## src/hdl/periodic_piecewise_linear_profile_core_defines.svh

```systemverilog
// Assertion macros shared by the profile core RTL.
`ifndef PERIODIC_PIECEWISE_LINEAR_PROFILE_CORE_DEFINES_SVH
`define PERIODIC_PIECEWISE_LINEAR_PROFILE_CORE_DEFINES_SVH

`ifndef SYNTHESIS

`define PPLP_ASSERT_NOW(lbl, ante, cons) \
	lbl: assert property (@(posedge clk) disable iff (!arst_n) (ante) |-> (cons)) \
		else $error("pplp: same-cycle check failed");

`define PPLP_ASSERT_NEXT(lbl, ante, cons) \
	lbl: assert property (@(posedge clk) disable iff (!arst_n) (ante) |=> (cons)) \
		else $error("pplp: next-cycle check failed");

`else

`define PPLP_ASSERT_NOW(lbl, ante, cons)

`define PPLP_ASSERT_NEXT(lbl, ante, cons)

`endif

`endif

```

## src/hdl/pplp_pkg.sv

```systemverilog
// Shared constants and types of the periodic piecewise-linear profile core.
`timescale 1ns / 1ps

package pplp_pkg;

	localparam int POINTS    = 16;
	localparam int IDX_W     = $clog2(POINTS);
	localparam int NUM_W     = 5;
	localparam int CMD_W     = 2;
	localparam int OFS_W     = 32;
	localparam int LVL_W     = 32;
	localparam int TIME_W    = 48;
	localparam int OUT_W     = 31;
	localparam int WORD_W    = OFS_W + LVL_W;
	localparam int PROD_W    = OFS_W + LVL_W;
	localparam int CNT_W     = $clog2(PROD_W);
	localparam int Q_SAT_BIT = 40;
	localparam int R_W       = Q_SAT_BIT + 3;

	typedef enum logic [CMD_W-1:0] {
		CMD_LOAD    = 2'd0,
		CMD_RESTART = 2'd1,
		CMD_SAMPLE  = 2'd2,
		CMD_NONE    = 2'd3
	} cmd_t;

	typedef enum logic [3:0] {
		ST_IDLE,
		ST_END,
		ST_MOD,
		ST_WALK_RD,
		ST_WALK_CMP,
		ST_SEG_RD,
		ST_SEG_LO,
		ST_SEG_HI,
		ST_MUL,
		ST_DIV,
		ST_FIN,
		ST_EMIT
	} state_t;

endpackage

```

## src/hdl/pplp_if.sv

```systemverilog
// Handshake channel interfaces of the profile core: request, result and setup.
`timescale 1ns / 1ps

interface pplp_req_if;
	import pplp_pkg::*;

	logic                     valid;
	logic                     ready;
	logic [CMD_W-1:0]         command;
	logic [IDX_W-1:0]         point_index;
	logic [OFS_W-1:0]         point_offset_us;
	logic signed [LVL_W-1:0]  point_level;
	logic [TIME_W-1:0]        stamp_us;

	modport source (
		output valid, command, point_index, point_offset_us, point_level, stamp_us,
		input  ready
	);
	modport sink (
		input  valid, command, point_index, point_offset_us, point_level, stamp_us,
		output ready
	);
endinterface

interface pplp_rsp_if;
	import pplp_pkg::*;

	logic             valid;
	logic             ready;
	logic [OUT_W-1:0] level;
	logic             table_invalid;

	modport source (output valid, level, table_invalid, input ready);
	modport sink (input valid, level, table_invalid, output ready);
endinterface

interface pplp_setup_if;
	import pplp_pkg::*;

	logic             valid;
	logic             ready;
	logic [NUM_W-1:0] num_points;

	modport source (output valid, num_points, input ready);
	modport sink (input valid, num_points, output ready);
endinterface

```

## src/hdl/pplp_ram.sv

```systemverilog
// Generic single-write, single-read RAM with a registered read port.
`timescale 1ns / 1ps

module pplp_ram #(
	parameter int WIDTH = 64,
	parameter int DEPTH = 16
) (
	input  logic                     clk,
	input  logic                     we,
	input  logic [$clog2(DEPTH)-1:0] waddr,
	input  logic [WIDTH-1:0]         wdata,
	input  logic [$clog2(DEPTH)-1:0] raddr,
	output logic [WIDTH-1:0]         rdata
);
	logic [WIDTH-1:0] mem_q [DEPTH];

	always_ff @(posedge clk) begin
		if (we) begin
			mem_q[waddr] <= wdata;
		end
		rdata <= mem_q[raddr];
	end
endmodule

```

## src/hdl/periodic_piecewise_linear_profile_core.sv

```systemverilog
// Top level of the periodic piecewise-linear profile core.
//
//   Channel  Direction  Payload
//   setup    sink       num_points
//   req      sink       command, point_index, point_offset_us, point_level, stamp_us
//   rsp      source     level, table_invalid
//
// A load or restart item completes when it is taken; a sample runs the 48-step fold on a wrap,
// a cursor walk that reads and compares points, the 32-step multiplier and the 64-step divider.
// A zero-length segment skips multiply and divide; an unusable table, or a last point whose time
// is zero, answers with table_invalid set. Reset clears the point count,
// the cursor, the period origin and the result valid flag; the point RAM is not cleared.
// A finished result waits in the output register while the next item is taken.
`timescale 1ns / 1ps
`include "periodic_piecewise_linear_profile_core_defines.svh"

module periodic_piecewise_linear_profile_core (
	input  logic         clk,
	input  logic         arst_n,
	pplp_setup_if.sink   setup,
	pplp_req_if.sink     req,
	pplp_rsp_if.source   rsp
);
	import pplp_pkg::*;

	state_t state_q, state_d;

	logic [NUM_W-1:0]  num_points_q;
	logic [NUM_W-1:0]  n_eff;
	logic [NUM_W-1:0]  n_minus1;
	logic              table_short;
	logic [IDX_W-1:0]  cursor_q;
	logic [IDX_W-1:0]  p_q;
	logic [IDX_W-1:0]  p_fin;
	logic [TIME_W-1:0] origin_q;
	logic [TIME_W-1:0] now_q;
	logic [TIME_W-1:0] elapsed_q;
	logic [OFS_W-1:0]  t0_q;
	logic [LVL_W-1:0]  v0_q;
	logic [LVL_W-1:0]  mulb_q;
	logic [OFS_W-1:0]  divisor_q;
	logic [OFS_W-1:0]  rem_q;
	logic [PROD_W-1:0] prod_q;
	logic [PROD_W-1:0] dvd_q;
	logic [CNT_W-1:0]  cnt_q;
	logic              neg_q;
	logic [OUT_W-1:0]  res_level_q;
	logic              res_inv_q;
	logic [OUT_W-1:0]  out_level_q;
	logic              out_inv_q;
	logic              out_valid_q;

	logic              accept;
	logic              out_free;
	logic              out_load;

	logic              ram_we;
	logic [IDX_W-1:0]  ram_raddr;
	logic [WORD_W-1:0] ram_wdata;
	logic [WORD_W-1:0] ram_rdata;
	logic [OFS_W-1:0]  rd_time;
	logic [TIME_W-1:0] rd_time_ext;
	logic [LVL_W-1:0]  rd_level;

	logic              wrap;
	logic              walk_adv;

	logic [OFS_W:0]    rem_sh;
	logic [OFS_W:0]    rem_sub;
	logic              q_bit;
	logic [OFS_W-1:0]  rem_next;
	logic [PROD_W-1:0] dvd_next;
	logic [LVL_W:0]    mul_sum;
	logic [PROD_W-1:0] prod_next;

	logic [OFS_W:0]    da;
	logic [OFS_W:0]    da_neg;
	logic [LVL_W:0]    dv;
	logic [LVL_W:0]    dv_neg;
	logic [OFS_W:0]    dt;
	logic [OFS_W:0]    dt_neg;
	logic [OFS_W-1:0]  a_mag;
	logic [LVL_W-1:0]  b_mag;
	logic [OFS_W-1:0]  c_mag;
	logic              dt_zero;

	logic              q_big;
	logic [R_W-1:0]    v0_ext;
	logic [R_W-1:0]    q_ext;
	logic [R_W-1:0]    r_sum;
	logic [OUT_W-1:0]  fin_level;
	logic [OUT_W-1:0]  v0_clamped;

	pplp_ram #(
		.WIDTH (WORD_W),
		.DEPTH (POINTS)
	) u_ram (
		.clk   (clk),
		.we    (ram_we),
		.waddr (req.point_index),
		.wdata (ram_wdata),
		.raddr (ram_raddr),
		.rdata (ram_rdata)
	);

	assign accept      = req.valid && req.ready;
	assign out_free    = !out_valid_q || rsp.ready;
	assign out_load    = (state_q == ST_EMIT) && out_free;
	assign setup.ready = 1'b1;

	assign rsp.valid         = out_valid_q;
	assign rsp.level         = out_level_q;
	assign rsp.table_invalid = out_inv_q;

	assign n_eff       = (num_points_q > NUM_W'(POINTS)) ? NUM_W'(POINTS) : num_points_q;
	assign n_minus1    = n_eff - NUM_W'(1);
	assign table_short = n_eff < NUM_W'(2);

	assign ram_wdata   = {req.point_offset_us, req.point_level};
	assign rd_time     = ram_rdata[WORD_W-1:LVL_W];
	assign rd_level    = ram_rdata[LVL_W-1:0];
	assign rd_time_ext = {{(TIME_W-OFS_W){1'b0}}, rd_time};

	assign wrap     = elapsed_q >= rd_time_ext;
	assign walk_adv = ({1'b0, p_q} < n_minus1) && (rd_time_ext <= elapsed_q);
	assign p_fin    = (p_q != '0) ? p_q - IDX_W'(1) : '0;

	// One restoring division step, shared by the period fold and the interpolation.
	assign rem_sh   = {rem_q, dvd_q[PROD_W-1]};
	assign rem_sub  = rem_sh - {1'b0, divisor_q};
	assign q_bit    = rem_sh >= {1'b0, divisor_q};
	assign rem_next = q_bit ? rem_sub[OFS_W-1:0] : rem_sh[OFS_W-1:0];
	assign dvd_next = {dvd_q[PROD_W-2:0], q_bit};

	// One shift-add multiplication step; the multiplier sits in the low half.
	assign mul_sum   = {1'b0, prod_q[PROD_W-1:OFS_W]} + (prod_q[0] ? {1'b0, mulb_q} : '0);
	assign prod_next = {mul_sum, prod_q[OFS_W-1:1]};

	assign da      = {1'b0, elapsed_q[OFS_W-1:0]} - {1'b0, t0_q};
	assign dv      = {rd_level[LVL_W-1], rd_level} - {v0_q[LVL_W-1], v0_q};
	assign dt      = {1'b0, rd_time} - {1'b0, t0_q};
	assign da_neg  = -da;
	assign dv_neg  = -dv;
	assign dt_neg  = -dt;
	assign a_mag   = da[OFS_W] ? da_neg[OFS_W-1:0] : da[OFS_W-1:0];
	assign b_mag   = dv[LVL_W] ? dv_neg[LVL_W-1:0] : dv[LVL_W-1:0];
	assign c_mag   = dt[OFS_W] ? dt_neg[OFS_W-1:0] : dt[OFS_W-1:0];
	assign dt_zero = dt == '0;

	assign v0_clamped = v0_q[LVL_W-1] ? '0 : v0_q[OUT_W-1:0];

	assign q_big  = (|dvd_q[PROD_W-1:Q_SAT_BIT+1]) ||
		(dvd_q[Q_SAT_BIT] && (|dvd_q[Q_SAT_BIT-1:0]));
	assign v0_ext = {{(R_W-LVL_W){v0_q[LVL_W-1]}}, v0_q};
	assign q_ext  = {{(R_W-Q_SAT_BIT-1){1'b0}}, dvd_q[Q_SAT_BIT:0]};
	assign r_sum  = neg_q ? v0_ext - q_ext : v0_ext + q_ext;

	always_comb begin
		if (q_big) begin
			fin_level = neg_q ? '0 : {OUT_W{1'b1}};
		end else if (r_sum[R_W-1]) begin
			fin_level = '0;
		end else if (|r_sum[R_W-2:OUT_W]) begin
			fin_level = {OUT_W{1'b1}};
		end else begin
			fin_level = r_sum[OUT_W-1:0];
		end
	end

	always_comb begin
		state_d = state_q;
		unique case (state_q)
			ST_IDLE: begin
				if (accept && (req.command == CMD_SAMPLE)) begin
					state_d = table_short ? ST_EMIT : ST_END;
				end
			end
			ST_END: begin
				if (rd_time == '0) begin
					state_d = ST_EMIT;
				end else if (wrap) begin
					state_d = ST_MOD;
				end else begin
					state_d = ST_WALK_RD;
				end
			end
			ST_MOD: begin
				if (cnt_q == '0) begin
					state_d = ST_WALK_RD;
				end
			end
			ST_WALK_RD: state_d = ST_WALK_CMP;
			ST_WALK_CMP: state_d = walk_adv ? ST_WALK_RD : ST_SEG_RD;
			ST_SEG_RD: state_d = ST_SEG_LO;
			ST_SEG_LO: state_d = ST_SEG_HI;
			ST_SEG_HI: state_d = dt_zero ? ST_EMIT : ST_MUL;
			ST_MUL: begin
				if (cnt_q == '0) begin
					state_d = ST_DIV;
				end
			end
			ST_DIV: begin
				if (cnt_q == '0) begin
					state_d = ST_FIN;
				end
			end
			ST_FIN: state_d = ST_EMIT;
			ST_EMIT: begin
				if (out_free) begin
					state_d = ST_IDLE;
				end
			end
			default: state_d = ST_IDLE;
		endcase
	end

	always_comb begin
		req.ready = 1'b0;
		ram_we    = 1'b0;
		ram_raddr = p_q;
		unique case (state_q)
			ST_IDLE: begin
				req.ready = 1'b1;
				ram_we    = req.valid && (req.command == CMD_LOAD);
				ram_raddr = n_minus1[IDX_W-1:0];
			end
			ST_SEG_LO: ram_raddr = p_q + IDX_W'(1);
			default: ram_raddr = p_q;
		endcase
	end

	always_ff @(posedge clk or negedge arst_n) begin
		if (!arst_n) begin
			state_q      <= ST_IDLE;
			num_points_q <= '0;
			cursor_q     <= '0;
			origin_q     <= '0;
			out_valid_q  <= 1'b0;
		end else begin
			state_q <= state_d;
			if (setup.valid && setup.ready) begin
				num_points_q <= setup.num_points;
			end
			if (accept && (req.command == CMD_RESTART)) begin
				origin_q <= req.stamp_us;
				cursor_q <= '0;
			end
			if ((state_q == ST_MOD) && (cnt_q == '0)) begin
				origin_q <= now_q - {{(TIME_W-OFS_W){1'b0}}, rem_next};
			end
			if ((state_q == ST_WALK_CMP) && !walk_adv) begin
				cursor_q <= p_fin;
			end
			if (out_load) begin
				out_valid_q <= 1'b1;
			end else if (rsp.ready) begin
				out_valid_q <= 1'b0;
			end
		end
	end

	always_ff @(posedge clk) begin
		if (accept) begin
			now_q       <= req.stamp_us;
			elapsed_q   <= req.stamp_us - origin_q;
			res_level_q <= '0;
			res_inv_q   <= 1'b1;
		end
		case (state_q)
			ST_END: begin
				divisor_q <= rd_time;
				dvd_q     <= {elapsed_q, {(PROD_W-TIME_W){1'b0}}};
				rem_q     <= '0;
				cnt_q     <= CNT_W'(TIME_W - 1);
				p_q       <= (wrap || ({1'b0, cursor_q} >= n_eff)) ? '0 : cursor_q;
			end
			ST_MOD: begin
				dvd_q <= dvd_next;
				rem_q <= rem_next;
				cnt_q <= cnt_q - CNT_W'(1);
				if (cnt_q == '0) begin
					elapsed_q <= {{(TIME_W-OFS_W){1'b0}}, rem_next};
				end
			end
			ST_WALK_CMP: p_q <= walk_adv ? p_q + IDX_W'(1) : p_fin;
			ST_SEG_LO: begin
				t0_q <= rd_time;
				v0_q <= rd_level;
			end
			ST_SEG_HI: begin
				if (dt_zero) begin
					res_level_q <= v0_clamped;
					res_inv_q   <= 1'b0;
				end else begin
					prod_q    <= {{(PROD_W-OFS_W){1'b0}}, a_mag};
					mulb_q    <= b_mag;
					divisor_q <= c_mag;
					neg_q     <= da[OFS_W] ^ dv[LVL_W] ^ dt[OFS_W];
					cnt_q     <= CNT_W'(OFS_W - 1);
				end
			end
			ST_MUL: begin
				prod_q <= prod_next;
				if (cnt_q == '0) begin
					dvd_q <= prod_next;
					rem_q <= '0;
					cnt_q <= CNT_W'(PROD_W - 1);
				end else begin
					cnt_q <= cnt_q - CNT_W'(1);
				end
			end
			ST_DIV: begin
				dvd_q <= dvd_next;
				rem_q <= rem_next;
				cnt_q <= cnt_q - CNT_W'(1);
			end
			ST_FIN: begin
				res_level_q <= fin_level;
				res_inv_q   <= 1'b0;
			end
			default: begin
			end
		endcase
		if (out_load) begin
			out_level_q <= res_level_q;
			out_inv_q   <= res_inv_q;
		end
	end

	`PPLP_ASSERT_NEXT(a_restart_origin, accept && (req.command == CMD_RESTART), (origin_q == $past(req.stamp_us)) && (cursor_q == '0))
	`PPLP_ASSERT_NOW(a_walk_in_table, state_q == ST_WALK_CMP, NUM_W'(p_q) < n_eff)
	`PPLP_ASSERT_NOW(a_time_folded, state_q == ST_WALK_RD, elapsed_q < TIME_W'(divisor_q))
	`PPLP_ASSERT_NOW(a_invalid_is_zero, out_valid_q && out_inv_q, out_level_q == '0)

endmodule
```

## src/flat_wrapper.sv

```systemverilog
// flat-port wrapper written by rule: the top's interface ports become plain ports
module periodic_piecewise_linear_profile_core_flat import pplp_pkg::*;
  (clk, arst_n, setup_valid, setup_num_points, setup_ready, req_valid, req_command, req_point_index, req_point_offset_us, req_point_level, req_stamp_us, req_ready, rsp_valid, rsp_level, rsp_table_invalid, rsp_ready);
  pplp_setup_if setup_i ();
  pplp_req_if req_i ();
  pplp_rsp_if rsp_i ();
  input  logic clk;
  input  logic arst_n;
  input wire logic [$bits(setup_i.valid)-1:0] setup_valid;
  input wire logic [$bits(setup_i.num_points)-1:0] setup_num_points;
  output wire logic [$bits(setup_i.ready)-1:0] setup_ready;
  input wire logic [$bits(req_i.valid)-1:0] req_valid;
  input wire logic [$bits(req_i.command)-1:0] req_command;
  input wire logic [$bits(req_i.point_index)-1:0] req_point_index;
  input wire logic [$bits(req_i.point_offset_us)-1:0] req_point_offset_us;
  input wire logic [$bits(req_i.point_level)-1:0] req_point_level;
  input wire logic [$bits(req_i.stamp_us)-1:0] req_stamp_us;
  output wire logic [$bits(req_i.ready)-1:0] req_ready;
  output wire logic [$bits(rsp_i.valid)-1:0] rsp_valid;
  output wire logic [$bits(rsp_i.level)-1:0] rsp_level;
  output wire logic [$bits(rsp_i.table_invalid)-1:0] rsp_table_invalid;
  input wire logic [$bits(rsp_i.ready)-1:0] rsp_ready;
  assign setup_i.valid = setup_valid;
  assign setup_i.num_points = setup_num_points;
  assign setup_ready = setup_i.ready;
  assign req_i.valid = req_valid;
  assign req_i.command = req_command;
  assign req_i.point_index = req_point_index;
  assign req_i.point_offset_us = req_point_offset_us;
  assign req_i.point_level = req_point_level;
  assign req_i.stamp_us = req_stamp_us;
  assign req_ready = req_i.ready;
  assign rsp_valid = rsp_i.valid;
  assign rsp_level = rsp_i.level;
  assign rsp_table_invalid = rsp_i.table_invalid;
  assign rsp_i.ready = rsp_ready;
  periodic_piecewise_linear_profile_core u_core (.clk(clk), .arst_n(arst_n), .setup(setup_i), .req(req_i), .rsp(rsp_i));
endmodule
```

## config.mk

```make
export PLATFORM = sky130hd
export DESIGN_NAME = periodic_piecewise_linear_profile_core_flat
export DESIGN_NICKNAME = d
export VERILOG_FILES = /design/src/hdl/pplp_pkg.sv /design/src/hdl/pplp_if.sv /design/src/hdl/pplp_ram.sv /design/src/hdl/periodic_piecewise_linear_profile_core.sv /design/src/flat_wrapper.sv
export VERILOG_INCLUDE_DIRS = /design/src /design/src/hdl
export SDC_FILE = /design/constraint.sdc
export NUM_CORES = 2
export LEC_CHECK = 0
export ABC_AREA = 1
export BUFFER_PORTS_ARGS = -buffer_cell sky130_fd_sc_hd__buf_4
export CAP_MARGIN = 20
export CELL_PAD_IN_SITES_DETAIL_PLACEMENT = 1
export CELL_PAD_IN_SITES_GLOBAL_PLACEMENT = 1
export CORE_ASPECT_RATIO = 1.25
export CORE_UTILIZATION = 54
export DETAILED_ROUTE_END_ITERATION = 10
export PLACE_DENSITY = 0.88
export SLEW_MARGIN = 20
export SYNTH_ARGS = -nofsm -noshare
export SYNTH_HDL_FRONTEND = slang
export SYNTH_SLANG_ARGS = --single-unit
```

## constraint.sdc

```tcl
create_clock -name clk -period 16.15 [get_ports clk]
set_clock_uncertainty 0.05 [all_clocks]
set_input_delay 2.4225 -clock clk [delete_from_list [all_inputs] [get_ports clk]]
set_output_delay 2.4225 -clock clk [all_outputs]
set_load 0.05 [all_outputs]
```

# ---- After elaboration in Yosys (flattened, before gate mapping)
# Memory sizes are Yosys's and may differ from the RTL's. A register that Yosys moved wholly into a read port is not among the register bits.
# Cells that the tools add are included.
dict set report word_totals {
  reg_bits 521
  ram_bits 1024
  inputBits 128
  output_inout_bits 35
  word_cells 163
  n_memories 1
}
dict set report op_classes {
  n_addsub 16
  order_cmp 7
  eq_ne 19
  muxes 58
  n_bitwise 3
  reduce_logical 38
}
# memory words width rd rd_clocked_by_memory_dff wr line
set mem_list {}
lappend mem_list {u_core.u_ram.mem_q 16 64 1 1 1 pplp_ram.sv:15} ;# logic [WIDTH-1:0] mem_q [DEPTH];
# op n
set op_table {}
lappend op_table {{$mux 48} 5}
lappend op_table {{$mux 32} 7}
lappend op_table {{$mux 31} 7}
lappend op_table {{$pmux 64 s3} 1}
lappend op_table {{$mux 64} 2}
lappend op_table {{$pmux 64 s2} 1}
lappend op_table {{$sub 32x32->33} 3}
lappend op_table {{$neg 32->32} 3}
lappend op_table {{$pmux 32 s3} 1}
lappend op_table {{$pmux 32 s2} 1}
lappend op_table {{$pmux 31 s2} 1}
lappend op_table {{$ge 48x32->1} 1}
lappend op_table {{$le 32x48->1} 1}
lappend op_table {{$mux 4} 12}
lappend op_table {{$pmux 4 s12} 1}
lappend op_table {{$sub 48x32->48} 1}
lappend op_table {{$sub 48x48->48} 1}
lappend op_table {{$add 32x42->43} 1}
lappend op_table {{$mux 43} 1}
lappend op_table {{$sub 32x42->43} 1}
lappend op_table {{$reduce_or 40->1} 1}
lappend op_table {{$add 32x33->33} 1}
lappend op_table {{$ge 33x32->1} 1}
lappend op_table {{$logic_not 33->1} 1}
lappend op_table {{other kinds (42)} 85}

# ---- Depth between registers and ports, before layout
dict set report depth {
  word_depth 8
  ltp_mapped 38
  mapped_depth_nobuf 36
}

# ---- Cells and area by module
# A second synthesis with hierarchy kept.
dict set report hier_totals {
  hier_cells 10521
  area_unflattened_um2 89704.8
}
# module n_inst cells_per_inst area_each_um2 seq_area_each_um2
set modules_own_cells {}
lappend modules_own_cells {pplp_ram 1 4210 45258.4 32030.7}
lappend modules_own_cells {periodic_piecewise_linear_profile_core 1 6311 44446.4 14533.9}

# ---- Worst setup path before layout
# No wires, ideal clock.
dict set report synth_timing {
  path_type {in2reg}
  startpoint {input req_valid}
  endpoint {memory u_core.u_ram.mem_q[0][0] (enable)}
  setup_time_ns 0.487
  t_arrival_ns 5.993
  t_required_ns 15.613
  setup_slack_ns 9.621
  cell_stages 5
  n_path_buf 1
  cell_sequence {nand2_1 > clkbuf_1 > nor3_1 > nand3_1 > nor2_1}
}
dict set report synth_between {
  elab_chain_len 4
}
# item line
set synth_lines {}
lappend synth_lines {{start, declared} flat_wrapper.sv:12} ;# input wire logic [$bits(req_i.valid)-1:0] req_valid;
lappend synth_lines {{$logic_and 1x1->1} periodic_piecewise_linear_profile_core.sv:224} ;# ram_we = req.valid && (req.command == CMD_LOAD);
lappend synth_lines {{$mux 1} periodic_piecewise_linear_profile_core.sv:221} ;# unique case (state_q)
lappend synth_lines {{$mux 1} pplp_ram.sv:18} ;# if (we) begin
lappend synth_lines {{$mux 1 (implied by the code)} pplp_ram.sv:19} ;# mem_q[waddr] <= wdata;
lappend synth_lines {{end, declared} pplp_ram.sv:15}
# Every way passes these cells.

# ---- Worst setup path in the final report
dict set report layout_timing {
  startpoint {register u_core.state_q[3]}
  endpoint {register u_core.u_ram.rdata[23] (read register of u_core.u_ram.mem_q)}
}
dict set report layout_between {
  elab_chain_len 2
  word_cells_on_any_way 3
  classes_between {eq/ne (1); mux (1); reduce/logical (1)}
}
# item line
set layout_lines {}
lappend layout_lines {{start, declared} periodic_piecewise_linear_profile_core.sv:26} ;# state_t state_q, state_d;
lappend layout_lines {{start signal, assigned} periodic_piecewise_linear_profile_core.sv:240} ;# state_q <= state_d;
lappend layout_lines {{$eq 4x3->1 or $logic_not 4->1 (tied branches)} periodic_piecewise_linear_profile_core.sv:221}
lappend layout_lines {{$pmux 4 s2 *} periodic_piecewise_linear_profile_core.sv:221}
lappend layout_lines {{end, declared} pplp_ram.sv:13} ;# output logic [WIDTH-1:0] rdata
# Mark *: on every way between the ends. The rest lies on a longest branch, timed or not.
# A chain may end at the register's enable or synchronous reset.

==> flow_metrics.env <==
export IMPL_avgSynthCellArea_um2=9.151
export IMPL_cp_end_kind="flop"
export IMPL_critPathMaxStageDelay_ps=990
export IMPL_layout_setup_ws_ps=9082
export IMPL_critPathMostFrequentCell="buf_4"
export IMPL_ir_drop_v=0.0002187
export IMPL_tightest_slew_ps=1182
export IMPL_drt_iter0_drc=8644
export IMPL_dp_hpwl_um=219900
export IMPL_drv_cap=0
export IMPL_wl_per_cell_um=29.98
export IMPL_p_total_w=0.02388
export IMPL_overflow=0
export IMPL_die_area_um2=162000
export IMPL_ios=163
export IMPL_synth_nets=9920
export IMPL_fin_crit_sh_pct=43.76
export IMPL_core_area_um2=158500
export IMPL_initial_core_util_pct=54.64
export IMPL_tritoncts="done"
export IMPL_cts_buffers=161
export IMPL_timing_setup_tns_ps=0
export IMPL_grt_use_total_pct=40.82
export IMPL_gp_congestion=1.019
export IMPL_cts_sinks=1609
export IMPL_power_density_nw_per_um2=249.7
export IMPL_grt_pass1_vias=78230
export IMPL_dp_cells=11440
export IMPL_die_w_um=360.2
export IMPL_drive_above_1_share_pct=6.636
export IMPL_seqCellArea_um2=46560
export IMPL_holdBufCountCts=0
export IMPL_synth_cell_types=78
export IMPL_antenna_left=0
export IMPL_crit_type="reg2reg"
export IMPL_vias=75970
export IMPL_die_h_um=449.7
export IMPL_grt_max_degree=297
export IMPL_fillerInstances=17610
export IMPL_drv_slew=0
export IMPL_rsz0062_at_grt="false"
export IMPL_slowest_stage="buf_4"
export IMPL_drc_errors=0
export IMPL_final_hold_violation_count=0
export IMPL_clock_latency_ps=870
export IMPL_async_reset_ff_share_pct=3.853
export IMPL_htreeDepth=4
export IMPL_crit_arrival_ps=7730
export IMPL_crit_family="buffers and inverters"
export IMPL_setup_viol=0
export IMPL_min_period_ps=7068
export IMPL_areaGrowthSynthToFinish_pct=10.42
export IMPL_yosys_warnings=0
export IMPL_num_rows=163
export IMPL_place_ws_ps=9708
export IMPL_clk_pin_slew_ps=70
export IMPL_synthFlopType="edfxtp_1"
export IMPL_relSlewSlack_pct=21.21
export IMPL_utilization_pct=60.34
export IMPL_clockRootBuffer="clkbuf_16"
export IMPL_synth_cells=9463
export IMPL_start_kind="flop"
export IMPL_worst_ep_required_time_ps=16820
export IMPL_dr_pass1_iters=6
export IMPL_routed_wl_um=352700
export IMPL_via_per_inst=6.458
export IMPL_critPathBufInv=6
export IMPL_worstPathMaxFanout=107
export IMPL_final_cells=11760
export IMPL_syn_area_um2=86590
export IMPL_hp_class="reg2reg"
export IMPL_power_leakage_nw=39.67
export IMPL_cts_resized=0
export IMPL_clockBufferDepth=3
export IMPL_status="completed"
export IMPL_nNetsFinal=10010
export IMPL_post_cts_buffers=0
export IMPL_io_buffers=161
export IMPL_grt_pass1_wl_um=494100
export IMPL_synth_seq_cells=1609
export IMPL_multi_input_area_um2=33560
export IMPL_synth_seq_area_share_pct=53.77
export IMPL_synth_edf_count=1403
export IMPL_cp_cell_sequence="nor2_1, inv_1, nor2_1, inv_1, o221ai_4, buf_4, buf_4, buf_4, buf_4, nand2_1, o211ai_1, nand3_1, o211ai_1, nand2_1"
export IMPL_antenna_found_initial=22
export IMPL_max_freq_mhz=141.5
export IMPL_r2r_setup_slack_ps=9080
[synthesized netlist by cell type, types with 11 or more instances]
cell type | number | area share (%)
o221ai_1 | 19 | 0.19
nand2_1 | 1762 | 7.6
xor2_1 | 174 | 1.8
dfxtp_1 | 144 | 3.3
nand4_1 | 89 | 0.64
ha_1 | 321 | 4.6
nor2_1 | 686 | 3.0
xnor2_1 | 72 | 0.73
nand3_2 | 11 | 0.13
a21boi_0 | 18 | 0.16
mux2i_1 | 74 | 0.86
nand3b_1 | 23 | 0.20
nor3_1 | 92 | 0.53
inv_1 | 1430 | 6.2
nor4_1 | 39 | 0.28
buf_1 | 18 | 0.078
o22ai_1 | 35 | 0.25
nand3_1 | 654 | 3.8
clkbuf_1 | 266 | 1.2
edfxtp_1 | 1403 | 49
a21o_1 | 23 | 0.20
o21ai_1 | 22 | 0.13
o21a_1 | 31 | 0.27
o211ai_1 | 300 | 2.6
a21oi_1 | 694 | 4.0
or2_2 | 28 | 0.20
a22oi_1 | 29 | 0.25
dfrtp_1 | 62 | 1.8
o21ai_0 | 681 | 3.9
a221o_1 | 11 | 0.13
buf_2 | 35 | 0.20
a31oi_1 | 49 | 0.35
o21bai_1 | 20 | 0.17
[per-stage QoR]
| step | hold slack, ps | area (um2) |
|---|---|---|
| 5_1_grt | 394.0 | 95590 |
| 4_1_cts | 375.1 | 95470 |
| 3_5_place_dp | 372.5 | 90010 |
| 3_3_place_gp | 375.5 | 89990 |
| 6_report | 388.1 | 95610 |
| 2_1_floorplan | 358.2 | 86590 |
[power breakdown]
part	internal (W)	total, W	switching [W]
Combinational	0.00380	0.0139	0.0101
Clock	0.00215	0.00405	0.00190
Sequential	0.00537	0.00595	0.000584
Total	0.0113	0.0239	0.0126
[final cells by class]
type | instances | share of cell area, %
sequential | 1609 | 48.70
multi-input combinational | 6083 | 35.10
inverter | 1443 | 5.669
clock buffer | 215 | 4.606
tap | 2062 | 2.698
timing repair buffer | 250 | 2.089
clock inverter | 89 | 1.106
antenna | 12 | 0.03141
[routing by layer]
metal | vias to the layer above | part of all wire [%] | GRT usage (%)
met2 | 4822 | 49 | 70.02
met1 | 36920 | 35 | 46.95
met3 | 1598 | 8.7 | 7.441
met5 | - | 0.044 | 0
met4 | 22 | 7.9 | 25.97
li1 | 32610 | - | -
[state kept, by name, summed over array words and instances, names as in the netlist, 48 cells and up]
signal              cells
u_core.prod_q          64
u_core.origin_q        48
u_core.u_ram.rdata     64
u_core.elapsed_q       48
u_core.now_q           48
u_core.u_ram.mem_q   1024
u_core.dvd_q           64
[worst reg2reg max path: stages (launching register included)]
cell      delay (ps)
dfrtp_1          410
nor2_1           230
inv_1             90
nor2_1           640
inv_1            300
o221ai_4         340
buf_4            800
buf_4           1000
buf_4            930
buf_4           1070
nand2_1          250
o211ai_1         230
nand3_1          220
o211ai_1         210
nand2_1          170
[worst paths after layout]
kind	startpoint	depth (start not counted)	end
setup / recovery	u_core.state_q[3]	14	u_core.u_ram.rdata[23]
hold / removal	u_core.res_level_q[24]	0	u_core.rsp.level[24]
setup reg to reg	u_core.state_q[3]	14	u_core.u_ram.rdata[23]
hold reg to reg	u_core.res_level_q[24]	0	u_core.rsp.level[24]
max in group asynchronous	arst_n	1	u_core.state_q[0]
min in group asynchronous	arst_n	1	u_core.origin_q[20]
[placed cells by master (no fill, tap or decap), types with 239 or more instances in the layout]
cell type	instances
o211ai_1	300
edfxtp_1	1403
nor2_1	660
ha_1	321
inv_1	1425
nand3_1	653
buf_4	239
o21ai_0	677
a21oi_1	692
nand2_1	1761
[cell families after synthesis]
| logic type | share of synthesized area, % |
|---|---|
| compound gates | 13.31 |
| xor+xnor | 2.558 |
| fa+ha+maj | 4.823 |
| buf+inv | 7.803 |
| flops | 53.77 |
| mux | 0.8554 |
| other cells | 0.004331 |
| simple gates | 16.88 |
Note: power is estimated with default switching activity, not from simulation.
